### src/hw/rtl/pbip_pkg.sv
// Package for the printer bit-image parser: byte codes, parser states and
// the result record shared by the parser core and the top level.
// No dependencies.
package pbip_pkg;

  localparam logic [7:0] ESC_BYTE   = 8'h1b;
  localparam logic [7:0] CMD_L_BYTE = 8'h4c;

  localparam int unsigned BYTE_W = 8;
  localparam int unsigned LINE_W = 16;
  localparam int unsigned COL_W  = 16;

  typedef enum logic [4:0] {
    ST_IDLE = 5'b00001,
    ST_ESC  = 5'b00010,
    ST_WLO  = 5'b00100,
    ST_WHI  = 5'b01000,
    ST_DATA = 5'b10000
  } pbip_state_t;

  typedef enum logic {
    KIND_TEXT  = 1'b0,
    KIND_PIXEL = 1'b1
  } pbip_kind_t;

  typedef struct packed {
    logic               valid;
    logic               kind;
    logic [BYTE_W-1:0]  byte_out;
    logic [LINE_W-1:0]  line_number;
    logic [COL_W-1:0]   column;
  } pbip_res_t;

endpackage

### src/hw/rtl/pbip_if.sv
// Request and result channel interfaces for the printer bit-image parser.
// Depends on pbip_pkg for the field widths.
interface pbip_in_if import pbip_pkg::*; ();
  logic              valid;
  logic              ready;
  logic [BYTE_W-1:0] data_byte;

  modport source (output valid, output data_byte, input ready);
  modport sink   (input valid, input data_byte, output ready);
endinterface

interface pbip_out_if import pbip_pkg::*; ();
  logic              valid;
  logic              ready;
  logic              kind;
  logic [BYTE_W-1:0] byte_out;
  logic [LINE_W-1:0] line_number;
  logic [COL_W-1:0]  column;

  modport source (output valid, output kind, output byte_out, output line_number,
                  output column, input ready);
  modport sink   (input valid, input kind, input byte_out, input line_number,
                  input column, output ready);
endinterface

### src/hw/rtl/pbip_parser.sv
// Parser core: ESC 'L' command state machine, sticky line width, pixel and
// line counters. Produces at most one result per request. Depends on pbip_pkg.
module pbip_parser import pbip_pkg::*; (
  input  logic              clk,
  input  logic              rst_n,
  input  logic              step,
  input  logic              gfx_mode,
  input  logic [BYTE_W-1:0] data_byte,
  output pbip_res_t         res
);

  pbip_state_t       state_r, state_nxt;
  logic [BYTE_W-1:0] wlo_r, wlo_nxt;
  logic [COL_W-1:0]  line_width_r, line_width_nxt;
  logic [COL_W-1:0]  pix_cnt_r, pix_cnt_nxt;
  logic [LINE_W-1:0] lines_seen_r, lines_seen_nxt;

  always_comb begin
    state_nxt       = state_r;
    wlo_nxt         = wlo_r;
    line_width_nxt  = line_width_r;
    pix_cnt_nxt     = pix_cnt_r;
    lines_seen_nxt  = lines_seen_r;
    res.valid       = 1'b0;
    res.kind        = KIND_TEXT;
    res.byte_out    = data_byte;
    res.line_number = '0;
    res.column      = '0;
    if (!gfx_mode) begin
      res.valid = 1'b1;
    end else begin
      unique case (state_r)
        ST_IDLE: begin
          if (data_byte == ESC_BYTE) state_nxt = ST_ESC;
        end
        ST_ESC: begin
          if (data_byte == CMD_L_BYTE) state_nxt = ST_WLO;
        end
        ST_WLO: begin
          wlo_nxt   = data_byte;
          state_nxt = ST_WHI;
        end
        ST_WHI: begin
          if (line_width_r == '0) line_width_nxt = {data_byte, wlo_r};
          pix_cnt_nxt = '0;
          if (lines_seen_r != '1) lines_seen_nxt = lines_seen_r + 1'b1;
          state_nxt = ST_DATA;
        end
        ST_DATA: begin
          if (pix_cnt_r < line_width_r) begin
            res.valid       = 1'b1;
            res.kind        = KIND_PIXEL;
            res.line_number = lines_seen_r - 1'b1;
            res.column      = pix_cnt_r;
            pix_cnt_nxt     = pix_cnt_r + 1'b1;
          end else begin
            state_nxt = (data_byte == ESC_BYTE) ? ST_ESC : ST_IDLE;
          end
        end
        default: begin
          state_nxt = ST_IDLE;
        end
      endcase
    end
  end

  always_ff @(posedge clk) begin
    if (!rst_n) begin
      state_r      <= ST_IDLE;
      wlo_r        <= '0;
      line_width_r <= '0;
      pix_cnt_r    <= '1;
      lines_seen_r <= '0;
    end else if (step) begin
      state_r      <= state_nxt;
      wlo_r        <= wlo_nxt;
      line_width_r <= line_width_nxt;
      pix_cnt_r    <= pix_cnt_nxt;
      lines_seen_r <= lines_seen_nxt;
    end
  end

`ifndef ASSERT_OFF
  a_pix_bound: assert property (@(posedge clk) disable iff (!rst_n)
    state_r == ST_DATA |-> pix_cnt_r <= line_width_r)
    else $error("pixel count passed the line width");

  a_width_sticky: assert property (@(posedge clk) disable iff (!rst_n)
    line_width_r != '0 |=> line_width_r == $past(line_width_r))
    else $error("captured line width changed");

  a_lines_mono: assert property (@(posedge clk) disable iff (!rst_n)
    $past(rst_n) |-> lines_seen_r >= $past(lines_seen_r))
    else $error("line count went backward");
`endif

endmodule

### src/hw/rtl/printer_bit_image_parser_unit.sv
// Top level of the printer bit-image parser: input register, parser core and
// result register. An accepted request passes the input register and then the
// result register. Throughput is one request per cycle unless out_ch stalls.
// Reset is synchronous and active low; it clears the mode register, the parser
// state and both pipeline valid flags. Depends on pbip_pkg and pbip_if.
module printer_bit_image_parser_unit import pbip_pkg::*; (
  input  logic          clk,
  input  logic          rst_n,
  input  logic          cfg_we,
  input  logic          cfg_wdata,
  pbip_in_if.sink       in_ch,
  pbip_out_if.source    out_ch
);

  logic              gfx_mode_r;
  logic              in_vld_r;
  logic [BYTE_W-1:0] in_byte_r;
  pbip_res_t         out_r;
  pbip_res_t         res;
  logic              out_free;
  logic              adv;

  assign out_free     = !out_r.valid || out_ch.ready;
  assign adv          = in_vld_r && out_free;
  assign in_ch.ready  = !in_vld_r || out_free;

  always_ff @(posedge clk) begin
    if (!rst_n) begin
      gfx_mode_r <= 1'b0;
    end else if (cfg_we) begin
      gfx_mode_r <= cfg_wdata;
    end
  end

  always_ff @(posedge clk) begin
    if (!rst_n) begin
      in_vld_r <= 1'b0;
    end else if (in_ch.ready) begin
      in_vld_r <= in_ch.valid;
    end
  end

  always_ff @(posedge clk) begin
    if (in_ch.ready && in_ch.valid) in_byte_r <= in_ch.data_byte;
  end

  pbip_parser u_parser (
    .clk       (clk),
    .rst_n     (rst_n),
    .step      (adv),
    .gfx_mode  (gfx_mode_r),
    .data_byte (in_byte_r),
    .res       (res)
  );

  always_ff @(posedge clk) begin
    if (!rst_n) begin
      out_r.valid <= 1'b0;
    end else if (adv) begin
      out_r.valid <= res.valid;
    end else if (out_ch.ready) begin
      out_r.valid <= 1'b0;
    end
    if (adv && res.valid) begin
      out_r.kind        <= res.kind;
      out_r.byte_out    <= res.byte_out;
      out_r.line_number <= res.line_number;
      out_r.column      <= res.column;
    end
  end

  assign out_ch.valid       = out_r.valid;
  assign out_ch.kind        = out_r.kind;
  assign out_ch.byte_out    = out_r.byte_out;
  assign out_ch.line_number = out_r.line_number;
  assign out_ch.column      = out_r.column;

`ifndef ASSERT_OFF
  a_in_hold: assert property (@(posedge clk) disable iff (!rst_n)
    in_vld_r && !adv |=> in_vld_r)
    else $error("buffered request dropped while stalled");

  a_text_result: assert property (@(posedge clk) disable iff (!rst_n)
    adv && !gfx_mode_r |=> out_r.valid && out_r.kind == KIND_TEXT)
    else $error("text byte did not produce a text result");

  a_text_tags: assert property (@(posedge clk) disable iff (!rst_n)
    out_r.valid && out_r.kind == KIND_TEXT |-> out_r.line_number == '0 && out_r.column == '0)
    else $error("text result carries line or column");
`endif

endmodule
### src/flat_wrapper.sv
// flat-port wrapper written by rule: the top's interface ports become plain ports
module printer_bit_image_parser_unit_flat import pbip_pkg::*;
  (clk, rst_n, cfg_we, cfg_wdata, in_ch_valid, in_ch_data_byte, in_ch_ready, out_ch_valid, out_ch_kind, out_ch_byte_out, out_ch_line_number, out_ch_column, out_ch_ready);
  pbip_in_if in_ch_i ();
  pbip_out_if out_ch_i ();
  input  logic clk;
  input  logic rst_n;
  input  logic cfg_we;
  input  logic cfg_wdata;
  input wire logic [$bits(in_ch_i.valid)-1:0] in_ch_valid;
  input wire logic [$bits(in_ch_i.data_byte)-1:0] in_ch_data_byte;
  output wire logic [$bits(in_ch_i.ready)-1:0] in_ch_ready;
  output wire logic [$bits(out_ch_i.valid)-1:0] out_ch_valid;
  output wire logic [$bits(out_ch_i.kind)-1:0] out_ch_kind;
  output wire logic [$bits(out_ch_i.byte_out)-1:0] out_ch_byte_out;
  output wire logic [$bits(out_ch_i.line_number)-1:0] out_ch_line_number;
  output wire logic [$bits(out_ch_i.column)-1:0] out_ch_column;
  input wire logic [$bits(out_ch_i.ready)-1:0] out_ch_ready;
  assign in_ch_i.valid = in_ch_valid;
  assign in_ch_i.data_byte = in_ch_data_byte;
  assign in_ch_ready = in_ch_i.ready;
  assign out_ch_valid = out_ch_i.valid;
  assign out_ch_kind = out_ch_i.kind;
  assign out_ch_byte_out = out_ch_i.byte_out;
  assign out_ch_line_number = out_ch_i.line_number;
  assign out_ch_column = out_ch_i.column;
  assign out_ch_i.ready = out_ch_ready;
  printer_bit_image_parser_unit u_core (.clk(clk), .rst_n(rst_n), .cfg_we(cfg_we), .cfg_wdata(cfg_wdata), .in_ch(in_ch_i), .out_ch(out_ch_i));
endmodule
### config.mk
export PLATFORM = sky130hd
export DESIGN_NAME = printer_bit_image_parser_unit_flat
export DESIGN_NICKNAME = d
export VERILOG_FILES = /design/src/hw/rtl/pbip_pkg.sv /design/src/hw/rtl/pbip_if.sv /design/src/hw/rtl/pbip_parser.sv /design/src/hw/rtl/printer_bit_image_parser_unit.sv /design/src/flat_wrapper.sv
export SDC_FILE = /design/constraint.sdc
export NUM_CORES = 1
export LEC_CHECK = 0
export BUFFER_PORTS_ARGS = -buffer_cell sky130_fd_sc_hd__buf_4
export CAP_MARGIN = 20
export CORE_ASPECT_RATIO = 0.9
export CORE_MARGIN = 2
export CORE_UTILIZATION = 50
export DETAILED_ROUTE_END_ITERATION = 10
export PLACE_DENSITY = 0.79
export SETUP_SLACK_MARGIN = 0.3
export SYNTH_ARGS = -nofsm -noshare
export SYNTH_HDL_FRONTEND = slang
export SYNTH_SLANG_ARGS = --single-unit
### constraint.sdc
create_clock -name clk -period 4.53 [get_ports clk]
set_input_delay 0.6795 -clock clk [delete_from_list [all_inputs] [get_ports clk]]
set_output_delay 0.6795 -clock clk [all_outputs]
set_load 0.01 [all_outputs]
# ---- After elaboration in Yosys (flattened, before gate mapping)
# Index checks and enable logic that the tools add are counted.
dict set report totals {
  register_bits 113
  input_bits 14
  out_inout_bits 43
  elab_cells 58
}
dict set report op_classes {
  add_sub_neg 3
  order_cmp 1
  n_eq_ne 12
  muxes 12
  reduce_logical 17
}
# operator n
set op_table {}
lappend op_table {{16-bit by 1-bit adder with 16-bit output, second input constant} 2}
lappend op_table {{16-bit one-hot mux with 2 select lines} 1}
lappend op_table {{5-bit one-hot mux with 5 select lines} 1}
lappend op_table {{16-bit zero test} 1}
lappend op_table {{16-bit less-than comparator} 1}
lappend op_table {{16-bit 2-to-1 mux} 1}
lappend op_table {{16-bit inequality test, second input constant} 1}
lappend op_table {{16-bit by 1-bit subtractor with 16-bit output, second input constant} 1}
lappend op_table {{5-bit 2-to-1 mux} 3}
lappend op_table {{4-bit AND reduction} 3}
lappend op_table {{8-bit by 5-bit == test with 1-bit output, second input constant} 1}
lappend op_table {{8-bit by 7-bit == test with 1-bit output, second input constant} 1}
lappend op_table {{2-bit inequality test, second input constant} 4}
lappend op_table {{2-bit 2-to-1 mux} 3}
lappend op_table {{3-bit AND reduction} 2}
lappend op_table {{5-bit by 1-bit == test with 1-bit output, second input constant} 1}
lappend op_table {{5-bit by 2-bit == test with 1-bit output, second input constant} 1}
lappend op_table {{5-bit by 3-bit == test with 1-bit output, second input constant} 1}
lappend op_table {{5-bit by 4-bit == test with 1-bit output, second input constant} 1}
lappend op_table {{5-bit == test, second input constant} 1}
lappend op_table {{5-bit AND reduction} 1}
lappend op_table {{2-bit nonzero test} 2}
lappend op_table {{1-bit logical AND} 3}
lappend op_table {{1-bit 2-to-1 mux} 3}
lappend op_table {{other kinds (3)} 5}

# ---- Logic depth before layout (Yosys ltp)
# Gate-level depths: netlist (run 1).
dict set report logic_depth {
  depth_word 5
  ltp_mapped 9
}

# ---- Hierarchy
# Synthesis (run 1) repeated with hierarchy kept, for this count alone.
dict set report unflattened {
  cells_unflattened 532
  area_unflattened_um2 5257.5
}
# mod n_inst cells_each area_per_inst_um2 seq_area_each_um2
set by_module_without_submodules {}
lappend by_module_without_submodules {pbip_parser 1 467 3636.0 1221.2}
lappend by_module_without_submodules {printer_bit_image_parser_unit 1 65 1621.6 1531.5}

# ---- Least setup slack after synthesis (run 1)
# No wires, ideal clock.
dict set report synth_path {
  path_kind {register to register}
  start {register u_core.u_parser.state_r[0]}
  end {register, netlist name u_core.out_ch.byte_out[0]}
  setup_ns 0.453
  arrival_time_ns 3.727
  required_time_ns 4.077
  path_slack_ns 0.350
  stages_incl_launch_ff 7
  path_buffers 2
  period_less_slack_ns 4.180
  path_cell_list {dfxtp_1 buf_6 or3_1 nor3b_1 clkbuf_1 nand3_1 a21oi_1}
}
dict set report synth_between {
  elab_chain_cells 4
}
# item line_no
set synth_lines {}
lappend synth_lines {{start, declared} pbip_parser.sv:12} ;# pbip_state_t state_r, state_nxt;
lappend synth_lines {{start signal, assigned} pbip_parser.sv:75} ;# state_r <= state_nxt;
lappend synth_lines {{5-bit == test} pbip_parser.sv:32} ;# unique case (state_r)
lappend synth_lines {{2-bit 2-to-1 mux} pbip_parser.sv:32}
lappend synth_lines {{1-bit 2-to-1 mux} pbip_parser.sv:29} ;# if (!gfx_mode) begin
lappend synth_lines {{1-bit logical AND} printer_bit_image_parser_unit.sv:64} ;# if (adv && res.valid) begin
# Every way passes these cells.
# A chain may end at the register's enable or synchronous reset.

# ---- Final worst setup path (run 1)
dict set report layout_path {
  start {register u_core.u_parser.line_width_r[14]}
  end {register, netlist name u_core.out_ch.column[2]}
}
dict set report layout_between {
  elab_chain_cells 5
}
# item line_no
set layout_lines {}
lappend layout_lines {{start, declared} pbip_parser.sv:14} ;# logic [COL_W-1:0] line_width_r, line_width_nxt;
lappend layout_lines {{start signal, assigned} pbip_parser.sv:77} ;# line_width_r <= line_width_nxt;
lappend layout_lines {{16-bit less-than comparator} pbip_parser.sv:50} ;# if (pix_cnt_r < line_width_r) begin
lappend layout_lines {{2-bit 2-to-1 mux} pbip_parser.sv:50}
lappend layout_lines {{2-bit 2-to-1 mux} pbip_parser.sv:32}
lappend layout_lines {{1-bit 2-to-1 mux} pbip_parser.sv:29}
lappend layout_lines {{1-bit logical AND} printer_bit_image_parser_unit.sv:64}
# Every way passes these cells.

==> run_results.csv, run 1 <==
group,metric,value,unit
outcome,status,"finished, final reports clean",
placement,place_inst,690,
timing,relSlewSlack,38.2,%
worst_setup_path,path_class,"reg -> reg",
timing,finalHoldViolations,0,
floorplanning,io_pins,57,
worst_setup_path,start_kind,"flip-flop",
clock_network,cts_hold_buf,0,
logic_synthesis,synthTopCellsByCount,"nor2_1, dfxtp_1, edfxtp_1",
pwr,ir_worst_vdd,0.205,mV
logic_synthesis,syn-cell-area,5180,sq um
logic_synthesis,synth_area_leader_cell,"edfxtp_1",
clock_network,cts_setup_buffers,0,
timing,fin_worst_skew,9.29,ps
logic_synthesis,yosysMostFrequentCell,"nor2_1",
logic_synthesis,synth-edff-count,49,
drt,via_count,4141,
drt,drt-pass1-iter-count,5,
grt,grt_pass1_wl,19500,um
logic_synthesis,yosysWarnings,0,
pwr,cellPowerDensity,385,nW/um^2
logic_synthesis,synthCells,525,
worst_setup_path,r2r-end,"u_core.out_ch.column[2]$_SDFFCE_PN0P_",
logic_synthesis,syn_avg_cell_area,9.86,sq um
worst_setup_path,reg2regPathDepth,8,
worst_setup_path,crit_chain,"inv_1, ha_1, nand4_1, o21bai_1, nor3_1, nand3_1, a21oi_4, buf_4",
worst_setup_path,cp-startpoint,"u_core.u_parser.line_width_r[14]$_SDFFE_PN0P_",
clock_network,cts_tree,"done",
worst_setup_path,crit_fanout,33,
placement,pre_cts_ws,1410,ps
grt,grt_overflow_total,0,
hold_path,min_from,"in_ch_data_byte[7]",
cells_and_area,areaGrowthSynthToFinish,20.9,%
hold_path,hold-path-endpoint,"u_core.in_byte_r[7]$_DFFE_PP_",
pwr,leakage,2.43,nW
flow_run,maxCapViolCount,0,
clock_network,clk_latency,410,ps
worst_setup_path,r2r_start,"u_core.u_parser.line_width_r[14]$_SDFFE_PN0P_",
timing,period_minus_slack,3190,ps
drt,first_iter_violations,236,
worst_setup_path,critPathTopFamily,"simple AND/OR/NAND/NOR gates",
placement,portBuffers,56,
grt,antenna_found_initial,0,
logic_synthesis,synth_nets,557,
clock_network,ctsResizeCount,0,
timing,tns,0,ps
grt,grt_max_degree,34,
cells_and_area,instances_no_fill,722,
logic_synthesis,ys_seq_area_share,53.2,%
timing,finalMaxSlewViolations,0,
grt,grt_pass1_vias,3966,
placement,hpwl,7710,um
clock_network,path_clk_slew,60,ps
floorplanning,initial_core_util,50.9,%
worst_setup_path,critical_path.slowest_cell,"a21oi_4",
hold_path,min_path_cells,1,
logic_synthesis,ys.flop_type,"dfxtp_1",
clock_network,cts-htree-levels,4,
cells_and_area,fin_nets,612,
cells_and_area,n_antenna_cell,0,
hold_path,hold_path.class,"in -> reg",
logic_synthesis,yosysTopAreaCellShare,28.4,%
pwr,total_power,2.41,mW
logic_synthesis,synth-seq-cells,113,
logic_synthesis,yosys-top-cells-area,"edfxtp_1, dfxtp_1, nor2_1, ha_1, a21oi_1",
timing,hold-worst-slack,441,ps
floorplanning,dieArea,11200,sq um
placement,gp_congestion,0.885,
worst_setup_path,slowest_delay,450,ps
clock_network,clockBufferDepth,2,
floorplanning,row_count,35,
timing,tightest_slew,921,ps
worst_setup_path,required,4590,ps
grt,grtUsageTotal,21.9,%
clock_network,clock-sinks,113,
drt,finalWirelength,11500,um
drt,antenna_left,0,
timing,rsz0062_at_grt,"false",
logic_synthesis,synthArstFlopShare,0,%
worst_setup_path,cp-end-kind,"flip-flop",
drt,drc,0,
timing,min_period_over_period,70.3,%
floorplanning,core-area,10200,sq um
timing,worst_slack,1340,ps
worst_setup_path,crit_buf_inv,2,
floorplanning,die_y,101,um
timing,timing.fmax,314,MHz
cells_and_area,fillers,813,
clock_network,cts_buffers,17,
timing,setup_viol,0,
drt,wl_per_cell,16.0,um
worst_setup_path,rrSetupSlack,1340,ps
cells_and_area,final_layout_size_suffix_gt1_share,16.9,%
drt,viasPerCell,5.74,
worst_setup_path,cp.arrival,3250,ps
logic_synthesis,synth.distinct_cells,53,
floorplanning,die_w,111,um
clock_network,cts_root_buffer,"clkbuf_16",
-- per-layer routing --
layer  routed length, um  GRT usage [%]  vias to the layer above
met5                   0              0                        -
met4                 286           9.88                        0
met3                 661           4.81                       34
met2                5550           35.8                      157
met1                5040           28.2                     1947
li1                    -              -                     2003
-- layout make-up --
| cell class | count | area (sq um) | area share [%] |
|---|---|---|---|
| clock buffer | 18 | 429 | 6.86 |
| clock inverter | 14 | 133 | 2.12 |
| inverter | 24 | 90.1 | 1.44 |
| timing repair buffer | 60 | 450 | 7.20 |
| multi-input combinational | 364 | 2240 | 35.8 |
| tap | 129 | 161 | 2.58 |
| sequential | 113 | 2750 | 44.0 |
-- flip-flops by register name, summed over array words and instances (netlist names) --
name                          cells
u_core.out_ch.column             16
u_core.out_ch.line_number        16
u_core.u_parser.state_r           5
u_core.out_ch.kind                1
u_core.gfx_mode_r                 1
u_core.u_parser.pix_cnt_r        16
u_core.in_vld_r                   1
u_core.u_parser.wlo_r             8
u_core.u_parser.lines_seen_r     16
u_core.u_parser.line_width_r     16
u_core.out_ch.byte_out            8
u_core.in_byte_r                  8
u_core.out_ch.valid               1
-- per-stage QoR --
stage	util (%)	area, sq um
finish	61.6	6260
global route	61.6	6260
CTS	61.6	6260
detailed placement	56.0	5690
global placement	56.0	5690
floorplan	-	5180
-- kinds of logic (layout without fill, tap and decap cells) --
logic type / Yosys count / after routing / synth area share (%)
simple gates: 219 / 219 / 21.1
flops: 113 / 113 / 53.2
compound gates: 90 / 90 / 11.0
buf+inv: 48 / 116 / 3.87
xor+xnor: 24 / 24 / 4.06
fa+ha+maj: 18 / 18 / 4.35
mux: 13 / 13 / 2.51
-- cell usage in the layout, fill, tap and decap left out, drive strengths merged, types with 18 or more instances in the layout --
cell type / instances
ha: 18
dfxtp: 64
nand2: 30
edfxtp: 49
nor2: 80
o21ai: 20
buf: 60
a21oi: 35
inv: 28
nand3: 23
clkbuf: 18
-- worst register-to-register path: stages (launching register included) --
cell and delay [ps]:
dfxtp_1 350, inv_1 60, ha_1 310, nand4_1 200
o21bai_1 120, nor3_1 440, nand3_1 420, a21oi_4 450
buf_4 450
-- worst max path at each step --
stage	slack (ps)	cells after the start	endpoint
2_1_floorplan	350	6	u_core.out_ch.byte_out[0]$_DFFE_PP_
3_3_place_gp	1530	8	u_core.out_ch.column[13]$_SDFFCE_PN0P_
3_5_place_dp	1410	8	u_core.out_ch.column[6]$_SDFFCE_PN0P_
4_1_cts	1370	8	u_core.out_ch.column[3]$_SDFFCE_PN0P_
5_1_grt	1010	7	u_core.out_ch.column[3]$_SDFFCE_PN0P_
6_report	1340	8	u_core.out_ch.column[2]$_SDFFCE_PN0P_
-- power by group --
group / total [mW] / internal (mW) / switching [mW]
clock: 1.25 / 0.759 / 0.489
combinational: 0.0671 / 0.0293 / 0.0378
sequential: 1.10 / 1.08 / 0.0127
total: 2.41 / 1.87 / 0.539
Note: power is estimated with default switching activity, not from simulation.
==> run 2: changes to the inputs <==
clock period = 3.2 ns   (was 4.53 ns; I/O delays follow)
==> run_results.csv, run 2 (synthesis results as in run 1) <==
group,metric,value,unit
hold_path,min_from,"in_ch_data_byte[2]",
pwr,swShare,21.0,%
cells_and_area,fin_nets,617,
pwr,ir_worst_vdd,0.300,mV
worst_setup_path,r2r_start,"u_core.u_parser.state_r[0]$_SDFFE_PN1P_",
cells_and_area,multi_input_area,2230,sq um
grt,grt_overflow_total,0,
worst_setup_path,path_class,"reg -> reg",
floorplanning,die_y,101,um
cells_and_area,layout_common_cells,"nor2_1, buf_4, dfxtp_1, edfxtp_1, a21oi_1",
worst_setup_path,r2r-end,"u_core.u_parser.lines_seen_r[9]$_SDFFE_PN0P_",
cells_and_area,final-seq-area,2750,sq um
drt,wl_per_cell,16.3,um
clock_network,cts_setup_buffers,0,
cells_and_area,design_area,6340,sq um
clock_network,cts_tree,"done",
placement,gp_congestion,0.886,
cells_and_area,areaGrowthSynthToFinish,22.5,%
timing,hold-worst-slack,245,ps
timing,relSlewSlack,37.6,%
worst_setup_path,cp.arrival,3080,ps
worst_setup_path,rrSetupSlack,440,ps
pwr,p_sw,748,uW
drt,antenna_left,0,
cells_and_area,final_layout_size_suffix_gt1_share,17.2,%
cells_and_area,instances_no_fill,727,
timing,tightest_slew,934,ps
floorplanning,dieArea,11200,sq um
drt,first_iter_violations,258,
pwr,leakage,2.48,nW
timing,period_minus_slack,2760,ps
timing,worst_slack,441,ps
clock_network,clockBufferDepth,2,
floorplanning,row_count,35,
pwr,seqPwrFrac,43.5,%
grt,grt_max_degree,42,
placement,placed_cell_area,5720,sq um
grt,antenna_found_initial,0,
clock_network,path_clk_slew,50,ps
clock_network,clk_latency,410,ps
worst_setup_path,cp-end-kind,"flip-flop",
clock_network,cts_buffers,17,
drt,drt-pass1-iter-count,5,
clock_network,cts_root_buffer,"clkbuf_16",
placement,hpwl,7770,um
timing,finalMaxSlewViolations,0,
timing,setup_viol,0,
grt,grt_pass1_wl,19400,um
clock_network,cts_hold_buf,0,
pwr,combPwrFrac,2.7,%
worst_setup_path,required,3520,ps
worst_setup_path,reg2regPathDepth,7,
outcome,status,"finished, final reports clean",
timing,min_period_over_period,86.2,%
drt,via_count,4189,
drt,drc,0,
pwr,clkPwrFrac,53.8,%
floorplanning,core-area,10200,sq um
flow_run,maxCapViolCount,0,
placement,portBuffers,56,
hold_path,min_path_cells,1,
hold_path,hold_path.class,"in -> reg",
placement,pre_cts_ws,513,ps
clock_network,cts-htree-levels,4,
timing,timing.fmax,362,MHz
floorplanning,die_w,111,um
floorplanning,io_pins,57,
hold_path,hold-path-endpoint,"u_core.in_byte_r[2]$_DFFE_PP_",
timing,finalHoldViolations,0,
pwr,cellPowerDensity,563,nW/um^2
cells_and_area,fillers,825,
timing,tns,0,ps
drt,viasPerCell,5.76,
timing,fin_worst_skew,7.77,ps
cells_and_area,final_common_cell,"nor2_1",
grt,grtUsageTotal,21.8,%
clock_network,ctsResizeCount,0,
floorplanning,initial_core_util,50.9,%
grt,grt_pass1_vias,4036,
pwr,p_int,2.82,mW
worst_setup_path,start_kind,"flip-flop",
drt,finalWirelength,11800,um
worst_setup_path,crit_fanout,12,
timing,rsz0062_at_grt,"false",
clock_network,clock-sinks,113,
cells_and_area,n_antenna_cell,0,
placement,place_inst,693,
-- run 2: cell count changes in the layout (fill, tap and decap cells not counted), sizes merged --
cell / delta
clkinv: +1
inv: -2
bufinv: +2
buf: +5
clkinvlp: -2
clkbuf: +1
-- run 2: power groups by stage --
stage               registers (mW)  logic (mW)  clock network, mW
floorplan                     1.59      0.0305                  0
global placement              1.58      0.0964                  0
detailed placement            1.58      0.0985                  0
CTS                           1.55      0.0989               1.93
global route                  1.55       0.105               2.00
finish                        1.55      0.0976               1.92
-- run 2: worst max path at each step --
stage,from,end,slack [ps]
2_1_floorplan,u_core.u_parser.state_r[0]$_SDFFE_PN1P_,u_core.out_ch.byte_out[0]$_DFFE_PP_,320
3_3_place_gp,u_core.u_parser.state_r[0]$_SDFFE_PN1P_,u_core.u_parser.lines_seen_r[9]$_SDFFE_PN0P_,590
3_5_place_dp,u_core.u_parser.pix_cnt_r[11]$_SDFFE_PN1P_,u_core.out_ch.column[12]$_SDFFCE_PN0P_,510
4_1_cts,u_core.u_parser.state_r[0]$_SDFFE_PN1P_,u_core.u_parser.lines_seen_r[9]$_SDFFE_PN0P_,440
5_1_grt,u_core.u_parser.state_r[0]$_SDFFE_PN1P_,u_core.u_parser.lines_seen_r[9]$_SDFFE_PN0P_,290
6_report,u_core.u_parser.state_r[0]$_SDFFE_PN1P_,u_core.u_parser.lines_seen_r[9]$_SDFFE_PN0P_,440
-- run 2: layout make-up --
type / count / share of cell area [%]
well taps: 129 / 2.54
multi-input cells: 364 / 35.2
repair buffers: 65 / 7.89
inverters: 24 / 1.42
clock inverters: 13 / 2.53
flip-flops and latches: 113 / 43.4
clock buffers: 19 / 6.98
-- run 2: per-stage QoR --
| step | total power [mW] | util [%] |
|---|---|---|
| 6_report | 3.57 | 62.4 |
| 2_1_floorplan | 1.62 | - |
| 3_5_place_dp | 1.68 | 56.3 |
| 4_1_cts | 3.58 | 62.3 |
| 3_3_place_gp | 1.68 | 56.3 |
| 5_1_grt | 3.66 | 62.4 |
-- run 2: critical path, cell delays in order (launching register included) --
cell and delay, ps:
dfxtp_1 390, or3_1 420, or4_4 630, a211oi_2 170, buf_4 220, nand4_1 200, or4_1 460, a21oi_1 180
-- run 2: per-layer routing --
metal	wire length, um	global-route usage [%]	share of wire, %
met1	5150	27.9	44
met2	5700	36.2	48
met3	764	5.23	6.5
met4	200	8.93	1.7
met5	0	0	0
